`config.mk`:
```
export PLATFORM = sky130hd
export DESIGN_NAME = ascii_target_frame_parser_unit
export DESIGN_NICKNAME = d
export VERILOG_FILES = /design/src/atfp_pkg.sv /design/src/atfp_queue.sv /design/src/atfp_front.sv /design/src/atfp_back.sv /design/src/ascii_target_frame_parser_unit.sv
export SDC_FILE = /design/constraint.sdc
export NUM_CORES = 2
export LEC_CHECK = 0
export ABC_AREA = 0
export BUFFER_PORTS_ARGS = -buffer_cell sky130_fd_sc_hd__buf_2
export CAP_MARGIN = 30
export CORE_MARGIN = 8
export CORE_UTILIZATION = 55
export CTS_BUF_LIST = sky130_fd_sc_hd__clkbuf_16
export DETAILED_ROUTE_END_ITERATION = 10
export PLACE_DENSITY = 0.73
export SLEW_MARGIN = 10
export SYNTH_ARGS = -nofsm -noshare
export SYNTH_HDL_FRONTEND = slang
export SYNTH_SLANG_ARGS = --single-unit
```
`constraint.sdc`:
```
create_clock -name clk -period 16.27 [get_ports clk]
set_input_delay 3.254 -clock clk [delete_from_list [all_inputs] [get_ports clk]]
set_output_delay 3.254 -clock clk [all_outputs]
set_load 0.01 [all_outputs]
```
`src/atfp_pkg.sv`:
```
`timescale 1ns / 1ps
package atfp_pkg;

  localparam int FRAME_BYTES = 256;
  localparam int MAX_POINTS  = 24;
  localparam int FRAC_BITS   = 16;

  localparam int LEN_W  = $clog2(FRAME_BYTES);
  localparam int ADDR_W = (MAX_POINTS > 1) ? $clog2(MAX_POINTS) : 1;
  localparam int CNT_W  = $clog2(MAX_POINTS + 1);
  localparam int PT_W   = 5;   // point_index / point_count port width
  localparam int IP_W   = 33;  // integer part, saturates at 2^32
  localparam int FR_W   = 30;  // up to nine fraction digits
  localparam int FN_W   = 4;
  localparam int QW     = FRAC_BITS + 1;         // rounded quotient bits
  localparam int NW     = FR_W + FRAC_BITS + 1;  // dividend bits
  localparam int MW     = IP_W + FRAC_BITS + 1;  // magnitude bits
  localparam int DC_W   = $clog2(QW + 1);

  localparam logic [1:0] KIND_CENTER = 2'd0;
  localparam logic [1:0] KIND_BLOB   = 2'd1;
  localparam logic [1:0] KIND_LIST   = 2'd2;

  localparam logic [7:0] CH_NL    = 8'd10;
  localparam logic [7:0] CH_SPACE = 8'd32;
  localparam logic [7:0] CH_PLUS  = 8'h2b;
  localparam logic [7:0] CH_COMMA = 8'h2c;
  localparam logic [7:0] CH_MINUS = 8'h2d;
  localparam logic [7:0] CH_DOT   = 8'h2e;
  localparam logic [7:0] CH_COLON = 8'h3a;
  localparam logic [7:0] CH_LBRK  = 8'h5b;
  localparam logic [7:0] CH_B     = 8'h42;
  localparam logic [7:0] CH_C     = 8'h43;
  localparam logic [7:0] CH_P     = 8'h50;

  typedef struct packed {
    logic            neg;
    logic [IP_W-1:0] ip;
    logic [FR_W-1:0] fr;
    logic [FN_W-1:0] fn;
  } num_t;

  typedef struct packed {
    logic [1:0]       kind;
    logic [CNT_W-1:0] count;
    num_t             x;
    num_t             y;
  } job_t;

  typedef struct packed {
    logic              en;
    logic [ADDR_W-1:0] addr;
    logic [31:0]       data;
  } pwr_t;

  function automatic logic [FR_W-1:0] pow10(input logic [FN_W-1:0] n);
    logic [FR_W-1:0] r;
    unique case (n)
      4'd0: r = FR_W'(1);
      4'd1: r = FR_W'(10);
      4'd2: r = FR_W'(100);
      4'd3: r = FR_W'(1000);
      4'd4: r = FR_W'(10000);
      4'd5: r = FR_W'(100000);
      4'd6: r = FR_W'(1000000);
      4'd7: r = FR_W'(10000000);
      4'd8: r = FR_W'(100000000);
      4'd9: r = FR_W'(1000000000);
      default: r = FR_W'(1);
    endcase
    return r;
  endfunction

endpackage

```
`src/atfp_queue.sv`:
```
`timescale 1ns / 1ps
module atfp_queue (
  input  logic          clk,
  input  logic          rst_n,
  input  logic          push,
  input  atfp_pkg::job_t push_job,
  output logic          full,
  input  logic          pop,
  output atfp_pkg::job_t head_job,
  output logic          empty
);
  import atfp_pkg::*;

  job_t       mem_r [2];
  logic       wp_r, rp_r;
  logic [1:0] cnt_r;

  assign full     = (cnt_r == 2'd2);
  assign empty    = (cnt_r == 2'd0);
  assign head_job = mem_r[rp_r];

  always_ff @(posedge clk) begin
    if (push) begin
      mem_r[wp_r] <= push_job;
    end
  end

  always_ff @(posedge clk) begin
    if (!rst_n) begin
      wp_r  <= 1'b0;
      rp_r  <= 1'b0;
      cnt_r <= 2'd0;
    end else begin
      if (push) wp_r <= ~wp_r;
      if (pop) rp_r <= ~rp_r;
      unique case ({push, pop})
        2'b10:   cnt_r <= cnt_r + 2'd1;
        2'b01:   cnt_r <= cnt_r - 2'd1;
        default: cnt_r <= cnt_r;
      endcase
    end
  end
endmodule

```
`src/atfp_front.sv`:
```
`timescale 1ns / 1ps
module atfp_front (
  input  logic           clk,
  input  logic           rst_n,
  input  logic           in_valid,
  output logic           in_stall,
  input  logic [7:0]     in_rx_byte,
  input  logic [2:0]     kind_enable,
  input  logic           q_full,
  output logic           q_push,
  output atfp_pkg::job_t q_job,
  output atfp_pkg::pwr_t pt_wr,
  input  logic           list_done
);
  import atfp_pkg::*;

  typedef enum logic [3:0] {
    F_KIND, F_COLON, F_BRACK, F_NUM_PRE, F_NUM_INT, F_NUM_FRAC, F_PAIR_OK, F_FAIL,
    F_LIST_OPT, F_U_PRE, F_U_DIG, F_SKIP, F_LIST_END
  } fst_t;

  fst_t             st_r, st_nxt, st_eff;
  logic [1:0]       kind_r, kind_nxt;
  logic             second_r, second_nxt;
  logic             neg_r, neg_nxt, nd_r, nd_nxt;
  logic [IP_W-1:0]  ip_r, ip_nxt;
  logic [FR_W-1:0]  fr_r, fr_nxt;
  logic [FN_W-1:0]  fn_r, fn_nxt;
  num_t             x_r, x_nxt;
  logic [15:0]      uv_r, uv_nxt, px_r, px_nxt;
  logic [CNT_W-1:0] cnt_r, cnt_nxt;
  logic [LEN_W-1:0] len_r;
  logic             busy_r;

  logic        is_nl, accept, ovf, list_state, blank, digit, commit, job_ok;
  logic [7:0]  c;
  logic [3:0]  d;
  logic [IP_W+3:0] ip_mul;
  logic [15:0] uval;

  assign is_nl  = (in_rx_byte == CH_NL);
  assign c      = is_nl ? 8'd0 : in_rx_byte;
  assign d      = c[3:0];
  assign blank  = (c == CH_SPACE) || (c >= 8'd9 && c <= 8'd13);
  assign digit  = (c >= 8'h30) && (c <= 8'h39);
  assign ovf    = !is_nl && (len_r == LEN_W'(FRAME_BYTES - 1));
  assign list_state = (st_r == F_LIST_OPT) || (st_r == F_U_PRE) || (st_r == F_U_DIG) ||
                      (st_r == F_SKIP) || (st_r == F_LIST_END);
  // hold list bytes while the back end still reads the point store
  assign in_stall = (is_nl && q_full) || (busy_r && list_state);
  assign accept   = in_valid && !in_stall;
  assign ip_mul   = ({4'd0, ip_r} << 3) + ({4'd0, ip_r} << 1) + (IP_W+4)'(d);
  assign uval     = neg_r ? (16'd0 - uv_r) : uv_r;

  always_comb begin
    st_nxt     = st_r;
    kind_nxt   = kind_r;
    second_nxt = second_r;
    neg_nxt    = neg_r;
    nd_nxt     = nd_r;
    ip_nxt     = ip_r;
    fr_nxt     = fr_r;
    fn_nxt     = fn_r;
    x_nxt      = x_r;
    uv_nxt     = uv_r;
    px_nxt     = px_r;
    cnt_nxt    = cnt_r;
    commit     = 1'b0;
    st_eff     = (st_r == F_LIST_OPT && c != CH_LBRK) ? F_U_PRE : st_r;
    unique case (st_eff)
      F_KIND: begin
        priority if (c == CH_C) begin
          kind_nxt = KIND_CENTER; st_nxt = F_COLON;
        end else if (c == CH_B) begin
          kind_nxt = KIND_BLOB; st_nxt = F_COLON;
        end else if (c == CH_P) begin
          kind_nxt = KIND_LIST; st_nxt = F_COLON;
        end else begin
          st_nxt = F_FAIL;
        end
      end
      F_COLON: begin
        neg_nxt = 1'b0; nd_nxt = 1'b0; uv_nxt = '0; second_nxt = 1'b0;
        if (c != CH_COLON) st_nxt = F_FAIL;
        else if (kind_r == KIND_LIST) st_nxt = F_LIST_OPT;
        else st_nxt = F_BRACK;
      end
      F_BRACK: begin
        ip_nxt = '0; fr_nxt = '0; fn_nxt = '0;
        st_nxt = (c == CH_LBRK) ? F_NUM_PRE : F_FAIL;
      end
      F_NUM_PRE, F_NUM_INT, F_NUM_FRAC: begin
        priority if (st_eff == F_NUM_PRE && blank) begin
          st_nxt = F_NUM_PRE;
        end else if (st_eff == F_NUM_PRE && (c == CH_PLUS || c == CH_MINUS)) begin
          neg_nxt = (c == CH_MINUS); st_nxt = F_NUM_INT;
        end else if (st_eff != F_NUM_FRAC && digit) begin
          ip_nxt = (ip_mul > (IP_W+4)'(34'h1_0000_0000)) ? IP_W'(34'h1_0000_0000)
                                                         : ip_mul[IP_W-1:0];
          nd_nxt = 1'b1; st_nxt = F_NUM_INT;
        end else if (st_eff != F_NUM_FRAC && c == CH_DOT) begin
          st_nxt = F_NUM_FRAC;
        end else if (st_eff == F_NUM_FRAC && digit) begin
          if (fn_r < FN_W'(9)) begin
            fr_nxt = (fr_r << 3) + (fr_r << 1) + FR_W'(d);
            fn_nxt = fn_r + FN_W'(1);
          end
          nd_nxt = 1'b1;
        end else if (st_eff == F_NUM_PRE || !nd_r) begin
          st_nxt = F_FAIL;
        end else if (second_r) begin
          st_nxt = F_PAIR_OK;
        end else if (c == CH_COMMA) begin
          x_nxt = '{neg: neg_r, ip: ip_r, fr: fr_r, fn: fn_r};
          ip_nxt = '0; fr_nxt = '0; fn_nxt = '0; neg_nxt = 1'b0; nd_nxt = 1'b0;
          second_nxt = 1'b1; st_nxt = F_NUM_PRE;
        end else begin
          st_nxt = F_FAIL;
        end
      end
      F_LIST_OPT: st_nxt = F_U_PRE;
      F_U_PRE: begin
        priority if (blank) begin
          st_nxt = F_U_PRE;
        end else if (c == CH_PLUS || c == CH_MINUS) begin
          neg_nxt = (c == CH_MINUS); st_nxt = F_U_DIG;
        end else if (digit) begin
          uv_nxt = 16'(d); nd_nxt = 1'b1; st_nxt = F_U_DIG;
        end else begin
          st_nxt = F_LIST_END;
        end
      end
      F_U_DIG: begin
        priority if (digit) begin
          uv_nxt = (uv_r << 3) + (uv_r << 1) + 16'(d); nd_nxt = 1'b1;
        end else if (!nd_r) begin
          st_nxt = F_LIST_END;
        end else if (!second_r) begin
          if (c == CH_COLON) begin
            px_nxt = uval; uv_nxt = '0; neg_nxt = 1'b0; nd_nxt = 1'b0;
            second_nxt = 1'b1; st_nxt = F_U_PRE;
          end else begin
            st_nxt = F_LIST_END;
          end
        end else begin
          commit  = 1'b1;
          cnt_nxt = cnt_r + CNT_W'(1);
          uv_nxt = '0; neg_nxt = 1'b0; nd_nxt = 1'b0; second_nxt = 1'b0;
          priority if (cnt_nxt == CNT_W'(MAX_POINTS)) st_nxt = F_LIST_END;
          else if (c == CH_COMMA) st_nxt = F_U_PRE;
          else if (c == 8'd0) st_nxt = F_LIST_END;
          else st_nxt = F_SKIP;
        end
      end
      F_SKIP: begin
        uv_nxt = '0; neg_nxt = 1'b0; nd_nxt = 1'b0; second_nxt = 1'b0;
        if (c == CH_COMMA) st_nxt = F_U_PRE;
        else if (c == 8'd0) st_nxt = F_LIST_END;
      end
      F_PAIR_OK, F_FAIL, F_LIST_END: st_nxt = st_r;
      default: st_nxt = F_FAIL;
    endcase
  end

  always_comb begin
    pt_wr.en   = accept && !ovf && commit;
    pt_wr.addr = cnt_r[ADDR_W-1:0];
    pt_wr.data = {uval, px_r};
    q_job.kind  = kind_r;
    q_job.count = cnt_nxt;
    q_job.x     = x_r;
    q_job.y     = '{neg: neg_r, ip: ip_r, fr: fr_r, fn: fn_r};
    if (kind_r == KIND_LIST) job_ok = (cnt_nxt != '0) && kind_enable[2];
    else job_ok = (st_nxt == F_PAIR_OK) && kind_enable[kind_r[0]];
    q_push = accept && is_nl && job_ok;
  end

  always_ff @(posedge clk) begin
    if (!rst_n) begin
      st_r     <= F_KIND;
      kind_r   <= KIND_CENTER;
      second_r <= 1'b0;
      cnt_r    <= '0;
      len_r    <= '0;
      busy_r   <= 1'b0;
      nd_r     <= 1'b0;
      neg_r    <= 1'b0;
    end else begin
      if (q_push && kind_r == KIND_LIST) busy_r <= 1'b1;
      else if (list_done) busy_r <= 1'b0;
      if (accept) begin
        if (is_nl || ovf) begin
          // newline or overrun: restart the frame, drop the overrun byte
          st_r     <= F_KIND;
          second_r <= 1'b0;
          cnt_r    <= '0;
          len_r    <= '0;
        end else begin
          st_r     <= st_nxt;
          kind_r   <= kind_nxt;
          second_r <= second_nxt;
          cnt_r    <= cnt_nxt;
          nd_r     <= nd_nxt;
          neg_r    <= neg_nxt;
          len_r    <= len_r + LEN_W'(1);
        end
      end
    end
  end

  always_ff @(posedge clk) begin
    if (accept && !is_nl && !ovf) begin
      ip_r   <= ip_nxt;
      fr_r   <= fr_nxt;
      fn_r   <= fn_nxt;
      x_r    <= x_nxt;
      uv_r   <= uv_nxt;
      px_r   <= px_nxt;
    end
  end
endmodule

```
`src/atfp_back.sv`:
```
`timescale 1ns / 1ps
module atfp_back (
  input  logic                clk,
  input  logic                rst_n,
  input  logic                q_empty,
  input  atfp_pkg::job_t      q_head,
  output logic                q_pop,
  input  atfp_pkg::pwr_t      pt_wr,
  output logic                list_done,
  output logic                out_valid,
  input  logic                out_stall,
  output logic [1:0]          out_kind,
  output logic signed [31:0]  out_coord_x,
  output logic signed [31:0]  out_coord_y,
  output logic [15:0]         out_point_x,
  output logic [15:0]         out_point_y,
  output logic [4:0]          out_point_index,
  output logic [4:0]          out_point_count,
  output logic                out_last
);
  import atfp_pkg::*;

  typedef enum logic [2:0] {B_IDLE, B_DIV, B_POUT, B_LRD, B_LOUT} bst_t;

  bst_t              st_r;
  job_t              job_r;
  logic              sel_y_r;
  logic [FR_W-1:0]   rem_r, pw_r;
  logic [QW-1:0]     lo_r, q_r;
  logic [DC_W-1:0]   dc_r;
  logic [ADDR_W-1:0] k_r;
  logic              valid_r, last_r, done_r;
  logic [1:0]        kind_r;
  logic [31:0]       cx_r, cy_r;
  logic [15:0]       px_r, py_r;
  logic [PT_W-1:0]   idx_r, cntp_r;
  logic [31:0]       mem [MAX_POINTS];

  num_t            ld_num, cur_num;
  logic [FR_W-1:0] ld_pw;
  logic [NW-1:0]   ld_n;
  logic [FR_W:0]   rem_sh;
  logic            ge;
  logic [QW-1:0]   q_fin;
  logic [MW-1:0]   mag;
  logic [31:0]     coord;
  logic            out_take, k_last;

  always_ff @(posedge clk) begin
    if (pt_wr.en) mem[pt_wr.addr] <= pt_wr.data;
  end

  assign ld_num  = (st_r == B_IDLE) ? q_head.x : job_r.y;
  assign ld_pw   = pow10(ld_num.fn);
  assign ld_n    = (NW'(ld_num.fr) << FRAC_BITS) + NW'(ld_pw >> 1);
  assign rem_sh  = {rem_r, lo_r[QW-1]};
  assign ge      = (rem_sh >= {1'b0, pw_r});
  assign q_fin   = QW'({q_r, ge});
  assign cur_num = sel_y_r ? job_r.y : job_r.x;
  assign mag     = (MW'(cur_num.ip) << FRAC_BITS) + MW'(q_fin);
  assign q_pop   = (st_r == B_IDLE) && !q_empty;
  assign out_take = valid_r && !out_stall;
  assign k_last  = (CNT_W'(k_r) + CNT_W'(1) == job_r.count);

  always_comb begin
    // saturate to the signed 32-bit range
    if (cur_num.neg) coord = (mag >= MW'(32'h8000_0000)) ? 32'h8000_0000
                                                        : 32'd0 - mag[31:0];
    else coord = (mag > MW'(32'h7fff_ffff)) ? 32'h7fff_ffff : mag[31:0];
  end

  always_ff @(posedge clk) begin
    if (!rst_n) begin
      st_r    <= B_IDLE;
      valid_r <= 1'b0;
      done_r  <= 1'b0;
      sel_y_r <= 1'b0;
    end else begin
      done_r <= 1'b0;
      unique case (st_r)
        B_IDLE: begin
          if (!q_empty) begin
            job_r <= q_head;
            k_r   <= '0;
            if (q_head.kind == KIND_LIST) begin
              st_r <= B_LRD;
            end else begin
              sel_y_r <= 1'b0;
              rem_r   <= ld_n[NW-1:QW];
              lo_r    <= ld_n[QW-1:0];
              pw_r    <= ld_pw;
              q_r     <= '0;
              dc_r    <= DC_W'(QW - 1);
              st_r    <= B_DIV;
            end
          end
        end
        B_DIV: begin
          rem_r <= ge ? FR_W'(rem_sh - {1'b0, pw_r}) : rem_sh[FR_W-1:0];
          lo_r  <= lo_r << 1;
          q_r   <= q_fin;
          dc_r  <= dc_r - DC_W'(1);
          if (dc_r == '0) begin
            if (!sel_y_r) begin
              cx_r    <= coord;
              sel_y_r <= 1'b1;
              rem_r   <= ld_n[NW-1:QW];
              lo_r    <= ld_n[QW-1:0];
              pw_r    <= ld_pw;
              q_r     <= '0;
              dc_r    <= DC_W'(QW - 1);
            end else begin
              cy_r    <= coord;
              kind_r  <= job_r.kind;
              px_r    <= '0;
              py_r    <= '0;
              idx_r   <= '0;
              cntp_r  <= '0;
              last_r  <= 1'b1;
              valid_r <= 1'b1;
              st_r    <= B_POUT;
            end
          end
        end
        B_POUT: begin
          if (out_take) begin
            valid_r <= 1'b0;
            st_r    <= B_IDLE;
          end
        end
        B_LRD: begin
          {py_r, px_r} <= mem[k_r];
          kind_r  <= KIND_LIST;
          cx_r    <= '0;
          cy_r    <= '0;
          idx_r   <= PT_W'(k_r);
          cntp_r  <= PT_W'(job_r.count);
          last_r  <= k_last;
          valid_r <= 1'b1;
          st_r    <= B_LOUT;
        end
        B_LOUT: begin
          if (out_take) begin
            valid_r <= 1'b0;
            if (last_r) begin
              done_r <= 1'b1;
              st_r   <= B_IDLE;
            end else begin
              k_r  <= k_r + ADDR_W'(1);
              st_r <= B_LRD;
            end
          end
        end
        default: st_r <= B_IDLE;
      endcase
    end
  end

  assign list_done       = done_r;
  assign out_valid       = valid_r;
  assign out_kind        = kind_r;
  assign out_coord_x     = cx_r;
  assign out_coord_y     = cy_r;
  assign out_point_x     = px_r;
  assign out_point_y     = py_r;
  assign out_point_index = idx_r;
  assign out_point_count = cntp_r;
  assign out_last        = last_r;

`ifndef NO_ASSERTIONS
  a_valid_state: assert property (@(posedge clk) disable iff (!rst_n)
    valid_r |-> (st_r == B_POUT || st_r == B_LOUT))
    else $error("result valid outside an output state");
  a_pair_last: assert property (@(posedge clk) disable iff (!rst_n)
    (valid_r && kind_r != KIND_LIST) |-> last_r)
    else $error("pair result without last");
  a_list_index: assert property (@(posedge clk) disable iff (!rst_n)
    (valid_r && kind_r == KIND_LIST) |-> (idx_r < cntp_r))
    else $error("point index beyond count");
`endif
endmodule

```
`src/ascii_target_frame_parser_unit.sv`:
```
`timescale 1ns / 1ps
// channel | direction | handshake             | payload
// in_     | input     | in_valid / in_stall   | in_rx_byte
// out_    | output    | out_valid / out_stall | kind, coord_x/y, point_x/y/index/count, last
// cfg_    | input     | cfg_we                | cfg_wdata (kind_enable)
//
// The front parser takes in text bytes; a newline queues the frame's job.
// For a pair, the shared restoring divider rounds x then y one quotient bit a cycle.
// A list emits one point at a time, each read from the registered point store and
// taken at the output before the next is read. rst_n is synchronous, active low;
// kind_enable resets to 7. List bytes stall while the previous list is still read out.
module ascii_target_frame_parser_unit (
  input  logic               clk,
  input  logic               rst_n,
  input  logic               in_valid,
  output logic               in_stall,
  input  logic [7:0]         in_rx_byte,
  output logic               out_valid,
  input  logic               out_stall,
  output logic [1:0]         out_kind,
  output logic signed [31:0] out_coord_x,
  output logic signed [31:0] out_coord_y,
  output logic [15:0]        out_point_x,
  output logic [15:0]        out_point_y,
  output logic [4:0]         out_point_index,
  output logic [4:0]         out_point_count,
  output logic               out_last,
  input  logic               cfg_we,
  input  logic [2:0]         cfg_wdata
);
  import atfp_pkg::*;

  logic [2:0] kind_enable_r;
  logic       q_full, q_push, q_pop, q_empty, list_done;
  job_t       q_job, q_head;
  pwr_t       pt_wr;

  always_ff @(posedge clk) begin
    if (!rst_n) kind_enable_r <= 3'd7;
    else if (cfg_we) kind_enable_r <= cfg_wdata;
  end

  atfp_front u_front (
    .clk(clk), .rst_n(rst_n), .in_valid(in_valid), .in_stall(in_stall),
    .in_rx_byte(in_rx_byte), .kind_enable(kind_enable_r), .q_full(q_full),
    .q_push(q_push), .q_job(q_job), .pt_wr(pt_wr), .list_done(list_done)
  );

  atfp_queue u_queue (
    .clk(clk), .rst_n(rst_n), .push(q_push), .push_job(q_job), .full(q_full),
    .pop(q_pop), .head_job(q_head), .empty(q_empty)
  );

  atfp_back u_back (
    .clk(clk), .rst_n(rst_n), .q_empty(q_empty), .q_head(q_head), .q_pop(q_pop),
    .pt_wr(pt_wr), .list_done(list_done), .out_valid(out_valid), .out_stall(out_stall),
    .out_kind(out_kind), .out_coord_x(out_coord_x), .out_coord_y(out_coord_y),
    .out_point_x(out_point_x), .out_point_y(out_point_y),
    .out_point_index(out_point_index), .out_point_count(out_point_count),
    .out_last(out_last)
  );
endmodule
```
==> results by group <==
Status
  • Result of the run: completed

STA
  • Peak Freq: approximately 120 MHz
  • Setup repair after global routing missed its margin: false
  • Portion of the clock cycle consumed by the worst path in the final layout: 0.528
  • Time the worst path needs with I/O delays and setup: 8.59 ns
  • Final TNS setup: 0 ns
  • Max-slew headroom: 0.327
  • Setup-violating endpoint count in the final report: 0
  • Total count of hold-check failures in the final report: 0
  • Clock skew: about 0.025 ns
  • Actual transition at the worst max-transition pin: about 1 ns
  • Final Max Tran Viols: 0
  • Hold Slack: between 0.4 and 0.5 ns

Pwr
  • Internal portion of total power: around 7.1 mW
  • Clock network fraction of total power: 0.391
  • Share of total power consumed by net switching: 0.238
  • Switching power of the nets: between 2 and 2.5 mW
  • Overall power after layout: between 9 and 10 mW
  • Combinational Power Share: 0.117
  • Share of power burned in registers: 0.492
  • Power per standard cell area: approximately 120 mW/mm^2
  • Lkg Pwr: about 27 nW
  • Max rail drop VDD: between 0.0001 and 0.00015 V

Worst setup path
  • Setup slack, reg-to-reg: 10.34 ns
  • Cell occurring most often along the worst timing path: sky130_fd_sc_hd__nor4_1
  • Worst Setup End Kind: flop
  • Crit-path max FO: 20
  • Standard cell with the maximum stage delay on the critical path: sky130_fd_sc_hd__nor4_1
  • Worst endpoint required time: 16.85 ns
  • Arrival time of the worst setup path: 9.18 ns
  • CP peak stage delay: 0.75 ns
  • Crit start category: input pin
  • Cell-by-cell trace of the critical path: buf_2 -> nor4_1 -> nand3_1 -> and2_1 -> fa_1 -> fa_1 -> a21o_1 -> or3b_1 -> mux4_2 -> nor4_1 -> nand4_1 -> a2111oi_0 -> nand4_1 -> nor4_1 -> a31oi_2 -> buf_4 -> nor4bb_1
  • Critical path start-end classification: input pin to flop

Finish
  • Final cell area excluding filler cells: roughly 0.078 mm^2
  • Area Overhead vs Synth: 12.0%
  • Final-stage net count: 4785
  • # fillers: ~8.8k
  • Antenna diodes: 0
  • Multi-input gate area: about 0.022 mm^2
  • Sequential cell area: roughly 0.047 mm^2
  • Utilization of the core after routing: 0.619
  • Share of cells above drive strength 1: 0.191

Placement
  • Port bufs: roughly 130
  • Area after detailed placement: 0.0723 mm^2
  • Estimated wirelength of the detail-placed design: slightly below 100000 um
  • Last weighted congestion value of the routability-driven placer: about 0.89

Floorplanning
  • Overall die area: around 0.14 mm^2
  • Core Area: ~0.13 mm^2
  • # IOs: about 130
  • Standard-cell rows: 130
  • Die outline width: 371 um
  • Initial Util: 0.553
  • Die H: 371 um

Clock network
  • Clock tree from TritonCTS: built
  • Buffer type at the clock tree root: sky130_fd_sc_hd__clkbuf_16
  • Clock Pin Slew Worst Setup and Hold Paths: 0.06 ns
  • Clock latency of the later-clocked register in the worst-skew pair: slightly below 0.8 ns
  • Clock tree sinks: 1577
  • Hold-fix buffers, CTS: 0
  • Post_cts resized: 0
  • Worst-case clock buffer depth: 3
  • CTS buffer count: roughly 160
  • # Post-CTS Setup Buffers: 0
  • Htree depth: 4

Routing
  • Per-cell routed wire length: 24.7 um
  • WL met3: 13600 um
  • Sum of routed wire length over all layers: 156000 um
  • DR DRC count: 0
  • Count of antenna-violating nets left after detailed routing: 0
  • Starting DRT DRC Count: a little over 4k
  • Via density per instance: ~6.2
  • Routed vias: a little under 40k
  • Highest routed layer: met5
  • Length of the first detailed-routing pass in iterations: 6
  • Met2 Routed Length: ~72000 um
  • Post-route met1 wirelength: just under 70000 um

Synthesis
  • Yosys warning total: 0
  • Post-synth design cell area: slightly below 0.07 mm^2
  • Async set or reset register ratio after synthesis: 0
  • Avg Synthesized Cell Area: 15.9 um^2
  • Top FF cell, synth: sky130_fd_sc_hd__edfxtp_1
  • Number of enable-type register cells in the synthesized netlist: 1535
  • Main area contributors after synthesis: sky130_fd_sc_hd__edfxtp_1 67%, sky130_fd_sc_hd__mux4_2 7.3%, sky130_fd_sc_hd__ha_1 3.8%, sky130_fd_sc_hd__mux2_2 2.1%, sky130_fd_sc_hd__mux2i_1 1.6%
  • Synthesized instance count: roughly 4.4k
  • Leading area contributor after synthesis: sky130_fd_sc_hd__edfxtp_1
  • Syn_nets: approximately 4.6k
  • Commonest cells post-synth: 1535 x sky130_fd_sc_hd__edfxtp_1, 270 x sky130_fd_sc_hd__nor2_1, 225 x sky130_fd_sc_hd__mux4_2, 218 x sky130_fd_sc_hd__nand2_1, 208 x sky130_fd_sc_hd__ha_1
  • Yosys top cell area share: 0.665
  • Seq/Total Area, Yosys: 0.677
  • Distinct cell type count of the synthesized netlist: 99
  • Most common cell in the synthesized netlist: sky130_fd_sc_hd__edfxtp_1
  • Register bit count reported by yosys: between 1.5k and 2k

GRT
  • First-pass GRT wire length: 236000 um
  • Vias in the first global route: roughly 38k
  • Total gr overflow: 0
  • Maximum number of pins on one net before global-route repair: roughly 150
  • Initial antenna violation count: 9
  • Overall track demand over capacity in global routing: 0.224

Min path
  • HP Class: flop to flop

Flow run
  • Max cap viols: 0
-- cell usage in the layout (no fill, tap or decap), types with 32 or more instances in the layout --
cell	n
sky130_fd_sc_hd__inv_1	120
sky130_fd_sc_hd__mux4_2	225
sky130_fd_sc_hd__nor2b_1	33
sky130_fd_sc_hd__and2_1	60
sky130_fd_sc_hd__clkinv_1	32
sky130_fd_sc_hd__nand3_1	60
sky130_fd_sc_hd__clkbuf_16	164
sky130_fd_sc_hd__nand2b_1	34
sky130_fd_sc_hd__xor2_1	64
sky130_fd_sc_hd__or3_1	34
sky130_fd_sc_hd__a211oi_1	76
sky130_fd_sc_hd__nor2_1	243
sky130_fd_sc_hd__dfxtp_1	35
sky130_fd_sc_hd__mux2i_1	112
sky130_fd_sc_hd__buf_2	126
sky130_fd_sc_hd__mux2_2	127
sky130_fd_sc_hd__and3_1	44
sky130_fd_sc_hd__buf_4	78
sky130_fd_sc_hd__a21o_1	49
sky130_fd_sc_hd__a21oi_1	151
sky130_fd_sc_hd__a31oi_1	44
sky130_fd_sc_hd__nand4_1	35
sky130_fd_sc_hd__nor3_1	89
sky130_fd_sc_hd__edfxtp_1	1535
sky130_fd_sc_hd__xnor2_1	93
sky130_fd_sc_hd__o21ai_0	148
sky130_fd_sc_hd__ha_1	208
sky130_fd_sc_hd__nand2_1	217
-- cell type report --
cell class,instances,share of cell area
clock buffers,164,0.0529
multi-input cells,2513,0.278
inverters,88,0.00426
flip-flops and latches,1577,0.605
well taps,1650,0.0266
clock inverters,124,0.0146
repair buffers,216,0.0184
-- flip-flops by register name, indices dropped and copies added (netlist names), 8 cells and up, named ones only --
register,cells
u_back.pw_r,23
u_front.len_r,8
u_back.out_coord_y,32
u_back.mem,768
u_back.out_point_y,16
u_queue.mem_r,286
u_front.px_r,16
u_back.rem_r,30
u_front.fr_r,30
u_back.lo_r,17
u_back.out_point_x,16
u_front.q_job,68
u_back.out_coord_x,32
u_back.q_r,16
u_front.ip_r,33
u_back.job_r,109
u_front.uv_r,16
-- worst max-delay path: cells and delay by family --
kind	cells	cell delay, ns
AOI/OAI and AO/OA	3	0.91
and+or+nand+nor	9	3.11
muxes	1	0.46
buffers and inverters	2	0.44
adders and majority gates	2	1.01
-- cells by family after synthesis --
family	after synthesis	synth area share
DFF	1577	0.677
and+or+nand+nor	1016	0.0748
AOI/OAI and AO/OA	653	0.0622
muxes	465	0.110
buffers and inverters	267	0.0153
adders and majority gates	216	0.0399
xor gates and xnor gates	163	0.0206
-- metrics by stage --
| step | worst slack [ns] | instances |
|---|---|---|
| finish | 7.68 | 6332 |
| global route | 7.32 | 6332 |
| CTS | 7.83 | 6326 |
| global placement | 7.10 | 6034 |
| detailed placement | 7.04 | 6038 |
| floorplan | 3.75 | 4357 |
-- final timing paths --
kind                     startpoint                    to  depth (start not counted)
setup reg to reg               flop      u_back.rem_r[19]                         18
hold reg to reg   u_front.q_job[79]  u_queue.mem_r[1][79]                          0
hold / removal    u_front.q_job[79]  u_queue.mem_r[1][79]                          0
setup / recovery      in_rx_byte[4]      u_front.ip_r[11]                         17
-- power by group through the flow --
stage          clock, mW  sequential, mW  combinational (mW)
2_1_floorplan          0            4.62               0.822
3_3_place_gp           0            4.66                1.05
3_5_place_dp           0            4.66                1.06
4_1_cts             3.69            4.58                1.08
5_1_grt             3.84            4.58                1.18
6_report            3.64            4.58                1.08
-- routing by layer --
layer,GRT usage,vias up
li1,-,17610
met1,0.329,19864
met2,0.347,1698
met3,0.0436,236
met4,0.0586,4
met5,0,-
No activity file was read; power rests on OpenSTA's default activity.
